## config.mk

```make
export PLATFORM = sky130hd
export DESIGN_NAME = dtwca_cfg
export DESIGN_NICKNAME = d
export VERILOG_FILES = /design/src/rtl/dtwca_pkg.sv /design/src/rtl/dtwca_cfg.sv
export SDC_FILE = /design/constraint.sdc
export NUM_CORES = 1
export LEC_CHECK = 0
export BUFFER_PORTS_ARGS = -buffer_cell sky130_fd_sc_hd__buf_2
export CAP_MARGIN = 20
export CORE_ASPECT_RATIO = 0.75
export CORE_MARGIN = 2
export CORE_UTILIZATION = 29
export DETAILED_ROUTE_END_ITERATION = 10
export PLACE_DENSITY = 0.57
export SLEW_MARGIN = 0
export SYNTH_ARGS = -nofsm -noshare
export SYNTH_HDL_FRONTEND = slang
export SYNTH_SLANG_ARGS = --single-unit
```

## constraint.sdc

```tcl
create_clock -name i_clk -period 2.95 [get_ports i_clk]
set_input_delay 0.4425 -clock i_clk [delete_from_list [all_inputs] [get_ports i_clk]]
set_output_delay 0.4425 -clock i_clk [all_outputs]
set_load 0.01 [all_outputs]
```

## src/rtl/dtwca_pkg.sv

```systemverilog
// dtwca_pkg: shared widths, register codes, reset values and types for the
// dtw cost accumulation block. No dependencies.

package dtwca_pkg;

    localparam int unsigned DIST_W      = 16;
    localparam int unsigned COST_W      = 32;
    localparam int unsigned STEP_W      = 2;
    localparam int unsigned WEIGHT_W    = 12;
    localparam int unsigned PROD_W      = WEIGHT_W + DIST_W;
    localparam int unsigned ROW_W       = 16;
    localparam int unsigned RULE_COUNT  = 4;
    localparam int unsigned OUT_TDATA_W = 40;

    localparam int unsigned CFG_COLS_W  = 11;
    localparam int unsigned CFG_STEPS_W = 3;
    localparam int unsigned CFG_DATA_W  = 16;
    localparam int unsigned CFG_IDX_W   = 3;

    localparam int unsigned MAX_COLUMNS_DEF = 1024;
    localparam int unsigned MAX_STEPS_DEF   = 4;
    localparam int unsigned ROWS_KEPT_DEF   = 4;

    localparam logic [COST_W-1:0] INFINITY = '1;

    // register indexes
    localparam logic [CFG_IDX_W-1:0] CFG_COLUMNS = 3'd0;
    localparam logic [CFG_IDX_W-1:0] CFG_STEPS   = 3'd1;
    localparam logic [CFG_IDX_W-1:0] CFG_RULE_0  = 3'd2;
    localparam logic [CFG_IDX_W-1:0] CFG_RULE_1  = 3'd3;
    localparam logic [CFG_IDX_W-1:0] CFG_RULE_2  = 3'd4;
    localparam logic [CFG_IDX_W-1:0] CFG_RULE_3  = 3'd5;

    localparam logic [CFG_COLS_W-1:0]  COLS_RST   = 11'd1024;
    localparam logic [CFG_STEPS_W-1:0] STEPS_RST  = 3'd3;
    localparam logic [CFG_DATA_W-1:0]  RULE_0_RST = 16'h1005;
    localparam logic [CFG_DATA_W-1:0]  RULE_1_RST = 16'h1004;
    localparam logic [CFG_DATA_W-1:0]  RULE_2_RST = 16'h1001;
    localparam logic [CFG_DATA_W-1:0]  RULE_3_RST = 16'h0000;

    localparam logic [STEP_W-1:0] CORNER_STEP = 2'd1;

    // same bit layout as the step rule register
    typedef struct packed {
        logic [WEIGHT_W-1:0] weight;
        logic [1:0]          dc;
        logic [1:0]          dr;
    } t_rule;

    typedef struct packed {
        logic              win;
        logic [COST_W-1:0] cand;
        logic [STEP_W-1:0] idx;
    } t_eval;

endpackage

```

## src/rtl/dtwca_cfg.sv

```systemverilog
// dtwca_cfg: configuration registers and their clamped working values.
// Depends on dtwca_pkg.

module dtwca_cfg
    import dtwca_pkg::*;
#(
    parameter int unsigned MAX_COLUMNS = MAX_COLUMNS_DEF,
    parameter int unsigned MAX_STEPS   = MAX_STEPS_DEF,
    localparam int unsigned CNT_W = $clog2(MAX_COLUMNS + 1),
    localparam int unsigned EW    = (CNT_W > CFG_COLS_W) ? CNT_W : CFG_COLS_W
) (
    input  logic                   i_clk,
    input  logic                   i_rst_n,
    input  logic                   i_cfg_we,
    input  logic [CFG_IDX_W-1:0]   i_cfg_index,
    input  logic [CFG_DATA_W-1:0]  i_cfg_data,
    output logic [EW-1:0]          o_cols_active,
    output logic [CFG_STEPS_W-1:0] o_steps_active,
    output t_rule [RULE_COUNT-1:0] o_rules
);

    localparam int unsigned STEP_CAP = (MAX_STEPS < RULE_COUNT) ? MAX_STEPS : RULE_COUNT;
    localparam logic [EW-1:0] MAXC = EW'(MAX_COLUMNS);

    logic [CFG_COLS_W-1:0]  r_cols;
    logic [CFG_STEPS_W-1:0] r_steps;
    t_rule [RULE_COUNT-1:0] r_rule;
    logic [EW-1:0]          cols_ext;

    always_ff @(posedge i_clk) begin
        if (!i_rst_n) begin
            r_cols    <= COLS_RST;
            r_steps   <= STEPS_RST;
            r_rule[0] <= RULE_0_RST;
            r_rule[1] <= RULE_1_RST;
            r_rule[2] <= RULE_2_RST;
            r_rule[3] <= RULE_3_RST;
        end else if (i_cfg_we) begin
            unique case (i_cfg_index)
                CFG_COLUMNS: r_cols    <= i_cfg_data[CFG_COLS_W-1:0];
                CFG_STEPS:   r_steps   <= i_cfg_data[CFG_STEPS_W-1:0];
                CFG_RULE_0:  r_rule[0] <= i_cfg_data;
                CFG_RULE_1:  r_rule[1] <= i_cfg_data;
                CFG_RULE_2:  r_rule[2] <= i_cfg_data;
                CFG_RULE_3:  r_rule[3] <= i_cfg_data;
                default: ;
            endcase
        end
    end

    assign cols_ext = EW'(r_cols);

    always_comb begin
        if (r_cols == '0) begin
            o_cols_active = EW'(1);
        end else if (cols_ext > MAXC) begin
            o_cols_active = MAXC;
        end else begin
            o_cols_active = cols_ext;
        end
        if (r_steps > CFG_STEPS_W'(STEP_CAP)) begin
            o_steps_active = CFG_STEPS_W'(STEP_CAP);
        end else begin
            o_steps_active = r_steps;
        end
    end

    assign o_rules = r_rule;

endmodule

```

==> flow_summary.toml <==
[run_status]
status = "completed"

[critical_path]
crit_fanout = 3
cp.arrival_ps = 1280
slowest_delay_ps = 320
r2r-start = "cols_ext[10]"
worstSetupStartpoint = "cols_ext[6]"
cpMaxStageDelayCell = "dfxtp_1"
cp_cell_sequence = "nor4_1 > a31oi_1 > nor2_1 > buf_2"
critPathKind = "reg -> out"
endpoint_kind = "output pin"
critPathLaunchType = "register"
cp_data_required_time_ps = 2510

[clocking]
numCtsBuffers = 9
cts.sinks = 78
tritoncts = "done"
cts.clk_slew.worst_paths_ps = 60
clockBufferDepth = 2
clk-insertion-delay-late_ps = 330
cts_setup_buffers = 0
h-tree-depth = 3
cts_resized = 0
cts_root_buf = "clkbuf_16"
holdBufCountCts = 0

[routing]
vias = 2603
drt_pre_antenna_iters = 4
avgRoutedWirePerCell_um = 14.2
viasPerCell = 4.60
route.met3.wl_um = 652
routed_wl_um = 8020
drtIter0Drc = 129
highest_layer = "met4"
ant_nets = 0
route.detailed.drc = 0
met2WireLength_um = 3480
wl_met1_um = 3790

[final_layout]
multiInputGateArea_um2 = 1280
drive_above_1_share_pct = 27.2
regArea_um2 = 1560
final_nets = 451
diodes = 0
areaGrowthSynthToFinish_pct = 30.6
nFillCells = 1049
finalInstanceArea_um2 = 3850

[synthesis]
syn-instance-count = 346
syn_area_per_cell_um2 = 8.53
synth_cell_type_count = 24
ys_seq_area_share_pct = 52.9
yosysWarnings = 0
syn-num-nets = 368
syn_area_um2 = 2950
ys_ff_latch = 78

[sta]
fmaxAchievable_mhz = 580
maxSlewViolCount = 0
finalSetupTns_ps = 0
min_period_ps = 1720
slew_headroom_pct = 33.0
worst_clock_skew_ps = 0
fin_crit_sh_pct = 58.5
rsz0062_at_grt = "false"
worst_pin_slew_ps = 1000
setup_viol = 0
hold_viol = 0

[power_and_ir_drop]
powerDensity_nw_per_um2 = 626
ir_drop_mv = 0.297
power.leakage_nw = 1.65

[hold_path]
hp-class = "in -> reg"
min_from = "i_cfg_data[11]"

[placement]
port_buffers = 99
post_dp_cell_area_um2 = 3540
dp_hpwl_um = 5780
place_congestion = 0.732

[global_route]
grt_max_degree = 51
grt_pass1_vias = 2448
overflow = 0
grt_first_pass_wirelength_um = 12800
antenna_found_initial = 0
track_usage_pct = 15.1

[die]
io-pin-count = 100
design.core.area_um2 = 9770
die_area_um2 = 11000
start_util_pct = 30.2
row_count = 31
die_h_um = 91.4
die_w_um = 120

[run]
max_cap_violations = 0
[layout by cell type, fill, tap and decap left out]
cell / count
nor4_1: 1
clkbuf_16: 9
nand4b_1: 2
or4b_1: 1
clkinv_2: 2
mux2i_1: 8
and4bb_1: 1
bufinv_16: 2
nor3_1: 1
nand2_1: 107
buf_12: 1
a21boi_1: 29
dfxtp_1: 78
nor4b_2: 1
nand4bb_1: 2
nand3_1: 30
a21boi_0: 11
clkbuf_1: 2
buf_4: 2
buf_2: 99
o21ai_1: 7
clkbuf_8: 1
nor4bb_4: 1
nor2_1: 2
and4b_1: 1
nor2b_1: 12
a31oi_1: 1
o21ai_0: 20
[registers in the layout (all words and copies together) (netlist names)]
register and count:
r_steps 3, o_rules 64, cols_ext 11
[final timing paths]
check,end,slack (ps),depth (start not counted)
worst max-delay path,o_cols_active[0],1230,4
worst min-delay path,o_rules[43],380,3
worst max register to register,cols_ext[10],2170,2
worst min register to register,o_rules[54],450,2
[where the power goes]
group / switching, mW / internal, mW
combinational: 0.0950 / 0.0588
sequential: 0.0135 / 1.08
clock: 0.406 / 0.761
[per-layer routing]
metal / GRT usage, % / up-vias
met5: 0 / -
met4: 5.23 / 0
met3: 6.53 / 10
met2: 22.3 / 77
met1: 19.7 / 1201
li1: - / 1315
[critical path, delay by kind of cell (launching register included)]
kind	cells	cell delay (ps)
buffers and inverters	1	140
DFF	1	320
and+or+nand+nor	2	360
AOI/OAI and AO/OA	1	120
[kinds of logic (layout without fill, tap and decap cells)]
kind of cell / after synthesis / count (layout) / synth area share [%]
buffers and inverters: 30 / 118 / 4.41
multiplexers: 8 / 8 / 2.71
AO/OA/AOI/OAI: 68 / 68 / 15.0
flip-flops: 78 / 78 / 52.9
AND/OR/NAND/NOR: 162 / 162 / 25.0
[cell usage after synthesis]
| master | count | area [um^2] |
|---|---|---|
| o21ai_1 | 7 | 35.0 |
| or4b_1 | 1 | 10.0 |
| nor2b_1 | 12 | 75.1 |
| nand4b_1 | 2 | 17.5 |
| and4bb_1 | 1 | 12.5 |
| buf_1 | 2 | 7.51 |
| clkbuf_1 | 16 | 60.1 |
| nor2_1 | 2 | 7.51 |
| o21ai_0 | 20 | 100 |
| dfxtp_1 | 78 | 1560 |
| nor4bb_1 | 1 | 10.0 |
| a31oi_1 | 1 | 6.26 |
| a21boi_0 | 11 | 82.6 |
| nand2_1 | 107 | 402 |
| nor3_1 | 1 | 5.00 |
| and4b_1 | 1 | 10.0 |
| mux2i_1 | 8 | 80.1 |
| buf_2 | 11 | 55.1 |
| nor4_1 | 1 | 6.26 |
| nand4bb_1 | 2 | 22.5 |
| a21boi_1 | 29 | 218 |
| nand3_1 | 30 | 150 |
| nor4b_1 | 1 | 8.76 |
| buf_4 | 1 | 7.51 |
[stage by stage]
stage	instances	util, %	power (mW)	setup WS [ps]	hold WS, ps
after floorplan	346	-	1.20	1420	433
after global placement	550	36.2	1.27	1090	440
after detailed placement	550	36.2	1.27	1080	444
after CTS	566	39.4	2.45	1200	359
after global routing	566	39.4	2.50	1090	380
final	566	39.4	2.41	1230	383
[cell type report]
class | count | area share (%)
timing repair buffer | 102 | 13.8
clock buffer | 12 | 6.40
sequential | 78 | 40.5
tap | 132 | 4.29
clock inverter | 4 | 1.82
multi-input combinational | 238 | 33.2
(Power assumes the default switching activity.)
