### config.mk
export PLATFORM = sky130hd
export DESIGN_NAME = dtwca_step_unit
export DESIGN_NICKNAME = d
export VERILOG_FILES = /design/src/rtl/dtwca_pkg.sv /design/src/rtl/dtwca_step_unit.sv
export SDC_FILE = /design/constraint.sdc
export NUM_CORES = 1
export LEC_CHECK = 0
export BUFFER_PORTS_ARGS = -buffer_cell sky130_fd_sc_hd__buf_2
export CORE_MARGIN = 5
export CORE_UTILIZATION = 28
export CTS_CLUSTER_DIAMETER = 60
export DETAILED_ROUTE_END_ITERATION = 7
export SLEW_MARGIN = 20
export SYNTH_ARGS = -nofsm -noshare
export SYNTH_HDL_FRONTEND = slang
export SYNTH_SLANG_ARGS = --single-unit
### constraint.sdc
create_clock -name i_clk -period 10.3 [get_ports i_clk]
set_input_delay 1.545 -clock i_clk [delete_from_list [all_inputs] [get_ports i_clk]]
set_output_delay 1.545 -clock i_clk [all_outputs]
set_load 0.005 [all_outputs]
### src/rtl/dtwca_pkg.sv
// dtwca_pkg: shared widths, register codes, reset values and types for the
// dtw cost accumulation block. No dependencies.

package dtwca_pkg;

    localparam int unsigned DIST_W      = 16;
    localparam int unsigned COST_W      = 32;
    localparam int unsigned STEP_W      = 2;
    localparam int unsigned WEIGHT_W    = 12;
    localparam int unsigned PROD_W      = WEIGHT_W + DIST_W;
    localparam int unsigned ROW_W       = 16;
    localparam int unsigned RULE_COUNT  = 4;
    localparam int unsigned OUT_TDATA_W = 40;

    localparam int unsigned CFG_COLS_W  = 11;
    localparam int unsigned CFG_STEPS_W = 3;
    localparam int unsigned CFG_DATA_W  = 16;
    localparam int unsigned CFG_IDX_W   = 3;

    localparam int unsigned MAX_COLUMNS_DEF = 1024;
    localparam int unsigned MAX_STEPS_DEF   = 4;
    localparam int unsigned ROWS_KEPT_DEF   = 4;

    localparam logic [COST_W-1:0] INFINITY = '1;

    // register indexes
    localparam logic [CFG_IDX_W-1:0] CFG_COLUMNS = 3'd0;
    localparam logic [CFG_IDX_W-1:0] CFG_STEPS   = 3'd1;
    localparam logic [CFG_IDX_W-1:0] CFG_RULE_0  = 3'd2;
    localparam logic [CFG_IDX_W-1:0] CFG_RULE_1  = 3'd3;
    localparam logic [CFG_IDX_W-1:0] CFG_RULE_2  = 3'd4;
    localparam logic [CFG_IDX_W-1:0] CFG_RULE_3  = 3'd5;

    localparam logic [CFG_COLS_W-1:0]  COLS_RST   = 11'd1024;
    localparam logic [CFG_STEPS_W-1:0] STEPS_RST  = 3'd3;
    localparam logic [CFG_DATA_W-1:0]  RULE_0_RST = 16'h1005;
    localparam logic [CFG_DATA_W-1:0]  RULE_1_RST = 16'h1004;
    localparam logic [CFG_DATA_W-1:0]  RULE_2_RST = 16'h1001;
    localparam logic [CFG_DATA_W-1:0]  RULE_3_RST = 16'h0000;

    localparam logic [STEP_W-1:0] CORNER_STEP = 2'd1;

    // same bit layout as the step rule register
    typedef struct packed {
        logic [WEIGHT_W-1:0] weight;
        logic [1:0]          dc;
        logic [1:0]          dr;
    } t_rule;

    typedef struct packed {
        logic              win;
        logic [COST_W-1:0] cand;
        logic [STEP_W-1:0] idx;
    } t_eval;

endpackage

### src/rtl/dtwca_step_unit.sv
// dtwca_step_unit: shared step evaluator. issue stage checks one rule, forms
// the read address and the weighted distance; eval stage adds, saturates and
// compares against the best so far. Depends on dtwca_pkg.

module dtwca_step_unit
    import dtwca_pkg::*;
#(
    parameter int unsigned MAX_COLUMNS = MAX_COLUMNS_DEF,
    parameter int unsigned ROWS_KEPT   = ROWS_KEPT_DEF,
    localparam int unsigned COL_W  = $clog2(MAX_COLUMNS),
    localparam int unsigned RING_W = $clog2(ROWS_KEPT),
    localparam int unsigned ADDR_W = $clog2(ROWS_KEPT * MAX_COLUMNS)
) (
    input  logic              i_clk,
    input  logic              i_rst_n,
    input  logic              i_issue,
    input  t_rule             i_rule,
    input  logic [STEP_W-1:0] i_idx,
    input  logic [DIST_W-1:0] i_dist,
    input  logic [ROW_W-1:0]  i_row,
    input  logic [COL_W-1:0]  i_col,
    input  logic [RING_W-1:0] i_ring,
    input  logic [COST_W-1:0] i_rdata,
    input  logic [COST_W-1:0] i_best,
    output logic [ADDR_W-1:0] o_raddr,
    output logic [ADDR_W-1:0] o_waddr,
    output t_eval             o_eval
);

    localparam int unsigned CX = COL_W + 2;
    localparam logic [3:0] RK4 = 4'(ROWS_KEPT);

    logic [3:0]        dr4;
    logic [3:0]        ring4;
    logic [3:0]        rr4;
    logic [COL_W-1:0]  src_col;
    logic              qualify;
    logic [PROD_W-1:0] prod;
    logic [COST_W:0]   sum;
    logic [COST_W-1:0] cand;

    logic              r_vld;
    logic [PROD_W-1:0] r_prod;
    logic [STEP_W-1:0] r_idx;

    assign dr4   = {2'b00, i_rule.dr};
    assign ring4 = 4'(i_ring);

    always_comb begin
        qualify = !(i_rule.dr == 2'd0 && i_rule.dc == 2'd0)
                && (dr4 < RK4)
                && (i_row >= ROW_W'(i_rule.dr))
                && (CX'(i_col) >= CX'(i_rule.dc));
        // ring slot of the source row, wrapped once
        if (ring4 >= dr4) begin
            rr4 = ring4 - dr4;
        end else begin
            rr4 = ring4 + RK4 - dr4;
        end
    end

    // source column, only used when the rule qualifies
    assign src_col = i_col - COL_W'(i_rule.dc);

    assign o_raddr = ADDR_W'(ADDR_W'(rr4) * ADDR_W'(MAX_COLUMNS) + ADDR_W'(src_col));
    assign o_waddr = ADDR_W'(ADDR_W'(i_ring) * ADDR_W'(MAX_COLUMNS) + ADDR_W'(i_col));

    assign prod = PROD_W'(i_rule.weight) * PROD_W'(i_dist);

    always_ff @(posedge i_clk) begin
        if (!i_rst_n) begin
            r_vld <= 1'b0;
        end else begin
            r_vld <= i_issue && qualify;
        end
    end

    always_ff @(posedge i_clk) begin
        r_prod <= prod;
        r_idx  <= i_idx;
    end

    always_comb begin
        sum  = (COST_W + 1)'(i_rdata) + (COST_W + 1)'(r_prod[PROD_W-1:8]);
        cand = sum[COST_W] ? INFINITY : sum[COST_W-1:0];
        o_eval.win  = r_vld && (cand < i_best);
        o_eval.cand = cand;
        o_eval.idx  = r_idx;
    end

endmodule

==> results of run 1 <==
power by group:
group | switching, mW | internal, mW
sequential | 0.0214 | 0.157
combinational | 1.25 | 0.978
clock | 0.0371 | 0.0525
total | 1.31 | 1.19
registers in the layout, indices dropped and copies added (netlist names):
name,cells
r_prod,20
r_vld,1
r_idx,2
cell type report:
| cell class | instances | area share (%) |
|---|---|---|
| Clock buffer | 3 | 0.748 |
| Multi-Input combinational cell | 767 | 72.0 |
| Inverter | 223 | 8.34 |
| Clock inverter | 1 | 0.0499 |
| Timing Repair Buffer | 187 | 9.32 |
| Sequential cell | 23 | 4.59 |
| Tap cell | 396 | 4.94 |
through the flow:
step           hold WS (ns)  worst slack [ns]
5_1_grt                1.37              2.32
3_5_place_dp           1.65              2.79
2_1_floorplan          1.57              3.65
4_1_cts                1.37              2.79
6_report               1.38              2.75
3_3_place_gp           1.65              2.96
cell usage in the layout, fill, tap and decap left out, types with 2 or more instances in the layout:
cell         n
o21a_1       8
a21oi_2      6
nand2_1    169
a2111oi_0    2
a21o_1      19
o21bai_1     6
buf_2      187
or4_1        4
xnor2_1     27
xor2_1      19
and3_1       7
nor2b_1      4
a31oi_1      6
o21ai_0     14
nand3b_1     2
and4_1       3
or2_2        4
nor3_1      15
o2111ai_1    3
nand2b_1     4
nor4_1       6
dfxtp_1     23
nand3_1      8
inv_1      223
nor2_1      31
a211oi_1     8
fa_1       141
o31ai_1      2
ha_1       118
clkbuf_16    3
nand4_1     11
a21oi_1     28
and2_1      68
kinds of logic (layout without fill, tap and decap cells):
| group | after synthesis | count (layout) | share of synthesized area [%] |
|---|---|---|---|
| multiplexers | 1 | 1 | 0.129 |
| XOR/XNOR | 46 | 46 | 4.60 |
| flip-flops | 23 | 23 | 5.26 |
| AO/OA/AOI/OAI | 118 | 118 | 9.67 |
| AND/OR/NAND/NOR | 343 | 343 | 19.0 |
| adder cells (fa/ha/maj) | 259 | 259 | 49.1 |
| buffers and inverters | 267 | 414 | 12.2 |
worst max-delay path by stage:
stage | startpoint | to | slack, ns | depth (start not counted)
2_1_floorplan | i_rdata[8] | o_eval[34] | 3.65 | 20
3_3_place_gp | i_rdata[0] | o_eval[34] | 2.96 | 23
3_5_place_dp | i_rdata[0] | o_eval[34] | 2.79 | 23
4_1_cts | i_rdata[0] | o_eval[34] | 2.79 | 23
5_1_grt | i_rdata[0] | o_eval[34] | 2.32 | 23
6_report | i_rdata[0] | o_eval[34] | 2.75 | 23
metal layers:
| metal | track usage, % | vias up |
|---|---|---|
| li1 | - | 3584 |
| met3 | 1.81 | 10 |
| met2 | 21.4 | 195 |
| met1 | 19.0 | 3569 |
| met4 | 1.76 | 0 |
| met5 | 0 | - |
==> flow_metrics.py, run 1 <==
metrics = {
    "power_and_ir_drop": {
        "total_power_mw": 2.49,
        "power_leakage_nw": 5.47,
        "powerDensity_nw_per_um2": 248,
        "peakVddDrop_v": 0.000150,
    },
    "worst_setup_path": {
        "path_buf_inv": 2,
        "crit_path_top_delay_cell": "a2111oi_0",
        "path_cells": "buf_2 -> ha_1 -> fa_1 -> a21oi_2 -> o21bai_4 -> a21oi_2 -> o21ai_4 -> a21oi_2 -> o31a_1 -> or4_4 -> and3_1 -> a21oi_1 -> ha_1 -> nand4_1 -> nor3_1 -> nand4_1 -> a2111oi_0 -> nand2_1 -> o21ai_0 -> nor4b_1 -> nand3_1 -> a31oi_1 -> buf_2",
        "crit_arrival_ns": 6.00,
        "path_max_fanout": 31,
        "crit_type": "in2out",
        "end_kind": "output port",
        "path_common_cell": "a21oi_2",
        "cpPeakStageDelay_ns": 0.60,
        "cpLargestDelayFamily": "compound AO/OA/AOI/OAI gates",
        "startpoint_type": "input port",
        "required_ns": 8.76,
    },
    "routing": {
        "drtAntennaViolNets": 0,
        "drtPass1Iterations": 4,
        "routed_via_density": 4.60,
        "wire_per_inst_um": 14.5,
        "dr_wl_met3_mm": 1.31,
        "highest_layer": "met4",
        "drc_errors": 0,
        "wl_met1_mm": 11.2,
        "drt_iter0_drc": 266,
        "wirelength_mm": 23.3,
        "vias": 7358,
        "wl_met2_mm": 10.5,
    },
    "finish": {
        "finalNonFillerCells": 1600,
        "multi_input_comb_area_um2": 7230,
        "nets": 1593,
        "fillerInstances": 3331,
        "n_antenna_cell": 0,
        "area_delta_synth_final_pct": 14.6,
        "fin_util_pct": 32.6,
        "drive_above_1_share_pct": 17.5,
        "design_area_um2": 10000,
        "register_area_um2": 460,
    },
    "grt": {
        "grt.overflow.total": 0,
        "grt_max_degree": 32,
        "antenna_found_initial": 0,
        "grt_pass1_vias": 7665,
        "grtUsageTotal_pct": 13.1,
        "grt_pass1_wl_mm": 38.5,
    },
    "synth": {
        "syn_nets": 1445,
        "synth_seq_area_share_pct": 5.26,
        "synth_edf_count": 0,
        "yosys_warnings": 0,
        "synth_common_cells": "inv_1 (223), nand2_1 (169), fa_1 (141)",
        "synth_seq_cells": 23,
        "syn_inst": 1057,
        "synth.top_cell.area_share_pct": 32.2,
        "ys.flop_type": "dfxtp_1",
        "synthArstFlopShare_pct": 0,
        "yosysMostFrequentCell": "inv_1",
        "syn-cell-area_um2": 8760,
        "synth.distinct_cells": 59,
        "synth_area_leaders": "fa_1 (32%), ha_1 (17%), inv_1 (9.6%)",
        "syn_area_per_cell_um2": 8.29,
        "synth_top_area_cell": "fa_1",
    },
    "min_path": {
        "min_to": "r_idx[1]",
        "whs_path_depth": 1,
        "holdCritPathClass": "in2reg",
        "hold_start": "i_idx[1]",
    },
    "sta": {
        "finalSetupViolations": 0,
        "min_period_over_period_pct": 73.3,
        "drv_slew": 0,
        "fmax_ghz": 0.132,
        "tns_ns": 0,
        "grt_setup_unrepaired": "false",
        "tightest_slew_ns": 0.590,
        "period_minus_slack_ns": 7.55,
        "hold_viol": 0,
        "max_slew_margin_pct": 59.7,
    },
    "clock_tree": {
        "cts_tree": "yes",
        "cts_made_buffers": 3,
        "cts.reportedPaths.clkPinSlew_ns": 0.07,
        "htreeDepth": 1,
        "clockBufferDepth": 2,
        "hold_buffers": 0,
        "post_cts_buffers": 0,
        "cts_resized": 0,
        "cts_root_buffer": "clkbuf_16",
        "cts_sinks": 23,
    },
    "placed_design": {
        "dp_hpwl_mm": 20.2,
        "numPortBuffers": 187,
        "place_inst": 1596,
        "routabilityCongestion": 0.854,
        "placed_cell_area_um2": 9960,
    },
    "floorplanning": {
        "initial_utilization_pct": 28.5,
        "die_area_um2": 34900,
        "row_count": 64,
        "core_area_um2": 30700,
        "die_h_um": 187,
        "die_x_um": 187,
        "pin_count": 188,
    },
    "job": {
        "drv_cap": 0,
    },
    "outcome": {
        "status": "completed",
    },
}
Note: power is estimated with default switching activity, not from simulation.
==> run 2, diff against run 1 <==
==> constraint.sdc (replaced) <==
create_clock -name i_clk -period 6.25 [get_ports i_clk]
set_input_delay 0.9375 -clock i_clk [delete_from_list [all_inputs] [get_ports i_clk]]
set_output_delay 0.9375 -clock i_clk [all_outputs]
set_load 0.005 [all_outputs]
==> run 2 against run 1 <==
Non-clock buffer count is 26 higher. Cell count up 1.7%. Total power rose by 70%. Sequential share of layout area shrank 0.11 points. First-iteration DRC count grew 36%. Setup slack worse by 2.5 ns. Largest power group unchanged.
==> flow_metrics.py, run 2 (same netlist as run 1, synthesis figures left out) <==
metrics = {
    "placed_design": {
        "dp_hpwl_mm": 21.1,
        "placed_cell_area_um2": 10100,
        "dp_slack_ns": -0.0406,
        "numPortBuffers": 187,
        "place_inst": 1618,
        "routabilityCongestion": 0.904,
    },
    "worst_setup_path": {
        "crit_arrival_ns": 6.18,
        "startpoint_type": "input port",
        "path_max_fanout": 16,
        "crit_start": "i_rule[14]",
        "endpoint": "r_prod[27]",
        "required_ns": 6.46,
        "end_kind": "flop",
        "crit_type": "in2reg",
    },
    "routing": {
        "drtPass1Iterations": 5,
        "drtAntennaViolNets": 0,
        "vias": 7373,
        "wire_per_inst_um": 14.6,
        "wirelength_mm": 23.8,
        "drc_errors": 0,
        "routed_via_density": 4.53,
        "drt_iter0_drc": 363,
    },
    "clock_tree": {
        "cts.reportedPaths.clkPinSlew_ns": 0.07,
        "htreeDepth": 1,
        "cts_root_buffer": "clkbuf_16",
        "cts_sinks": 23,
        "cts_made_buffers": 3,
        "cts_tree": "yes",
        "hold_buffers": 0,
        "clockBufferDepth": 2,
    },
    "finish": {
        "most-common-layout-cells": "inv_1 (223), buf_2 (187), nand2_1 (169)",
        "nets": 1620,
        "regMostFlops": "r_prod",
        "drive_above_1_share_pct": 19.7,
        "layout_commonest_cell": "inv_1",
        "design_area_um2": 10300,
        "finalNonFillerCells": 1627,
        "area_delta_synth_final_pct": 17.4,
        "n_antenna_cell": 0,
        "top_regs": "r_prod x20, r_idx x2, r_vld x1",
        "largest_register_ffs": 20,
    },
    "sta": {
        "finalSetupViolations": 0,
        "period_minus_slack_ns": 5.97,
        "max_slew_margin_pct": 60.5,
        "tightest_slew_ns": 0.589,
        "hold_viol": 0,
        "min_period_over_period_pct": 95.5,
        "fmax_ghz": 0.168,
        "drv_slew": 0,
        "setup_ws_ns": 0.280,
        "hold-worst-slack_ns": 0.768,
    },
    "grt": {
        "antenna_found_initial": 0,
        "grt_pass1_vias": 7332,
        "grt.overflow.total": 0,
        "grtUsageTotal_pct": 13.1,
        "grt_pass1_wl_mm": 38.2,
        "grt_max_degree": 32,
    },
    "job": {
        "drv_cap": 0,
    },
    "floorplanning": {
        "pin_count": 188,
        "die_h_um": 187,
        "initial_utilization_pct": 28.5,
        "row_count": 64,
        "core_area_um2": 30700,
        "die_area_um2": 34900,
        "die_x_um": 187,
    },
    "outcome": {
        "status": "completed",
    },
    "power_and_ir_drop": {
        "powerDensity_nw_per_um2": 412,
        "peakVddDrop_v": 0.000256,
        "total_power_mw": 4.23,
        "power_leakage_nw": 5.60,
    },
    "min_path": {
        "whs_path_depth": 1,
        "hold_start": "i_idx[0]",
        "holdCritPathClass": "in2reg",
    },
}
==> run 2: worst min path at each step <==
| stage | to | slack (ns) |
|---|---|---|
| 6_report | r_idx[0] | 0.77 |
| 5_1_grt | r_idx[0] | 0.75 |
| 4_1_cts | r_idx[0] | 0.75 |
| 3_5_place_dp | r_idx[0] | 1.04 |
| 3_3_place_gp | r_idx[0] | 1.04 |
| 2_1_floorplan | r_idx[0] | 0.97 |
==> run 2: final cells by class <==
type / count / area [µm²]
Clock buffer: 3 / 75.1
Clock inverter: 1 / 5.00
Fill cell: 3307 / 20500
Inverter: 223 / 837
Multi-Input combinational cell: 768 / 7280
Sequential cell: 23 / 460
Tap cell: 396 / 495
Timing Repair Buffer: 213 / 1130
==> run 2: layer usage <==
| layer | wire length [µm] | share of wire (%) | up-vias | global-route usage, % |
|---|---|---|---|---|
| li1 | - | - | 3648 | - |
| met1 | 11900 | 50 | 3494 | 19.5 |
| met2 | 10500 | 44 | 219 | 20.7 |
| met3 | 1160 | 4.9 | 12 | 1.87 |
| met4 | 265 | 1.1 | 0 | 2.19 |
| met5 | 0 | 0 | - | 0 |
==> run 2: power by group <==
group          switching (mW)  total, mW  internal (mW)  leakage, nW
logic                    2.10       3.79           1.69         5.36
registers              0.0324      0.291          0.259        0.194
clock network          0.0643      0.151         0.0866       0.0409
total                    2.20       4.23           2.03         5.60
==> run 2: worst max-delay path, stage by stage <==
cell and delay [ns]:
buf_2 0.24, and2_1 0.20, fa_1 0.46, fa_1 0.52, fa_1 0.52, fa_1 0.55
inv_1 0.05, fa_1 0.52, inv_1 0.04, ha_1 0.31, a21oi_1 0.25, o221a_2 0.25
nor2_1 0.04, a21oi_1 0.15, nand2_1 0.10, o2111ai_1 0.31, a31oi_1 0.19, or4_1 0.43
nand3_1 0.10
==> run 2: stage by stage <==
| stage | TNS (ns) | utilization [%] |
|---|---|---|
| 6_report | 0 | 33.4 |
| 5_1_grt | -0.0633 | 33.4 |
| 4_1_cts | 0 | 33.2 |
| 3_5_place_dp | -0.0406 | 32.9 |
| 3_3_place_gp | 0 | 32.9 |
| 2_1_floorplan | 0 | - |
==> run 2: repair_timing <==
item,in CTS,in global routing
endpoints found under the hold margin,0,0
resized for setup,1,7
pin swaps,0,6
endpoints found under the setup margin,1,1
setup buffers,0,4
gates cloned,0,1
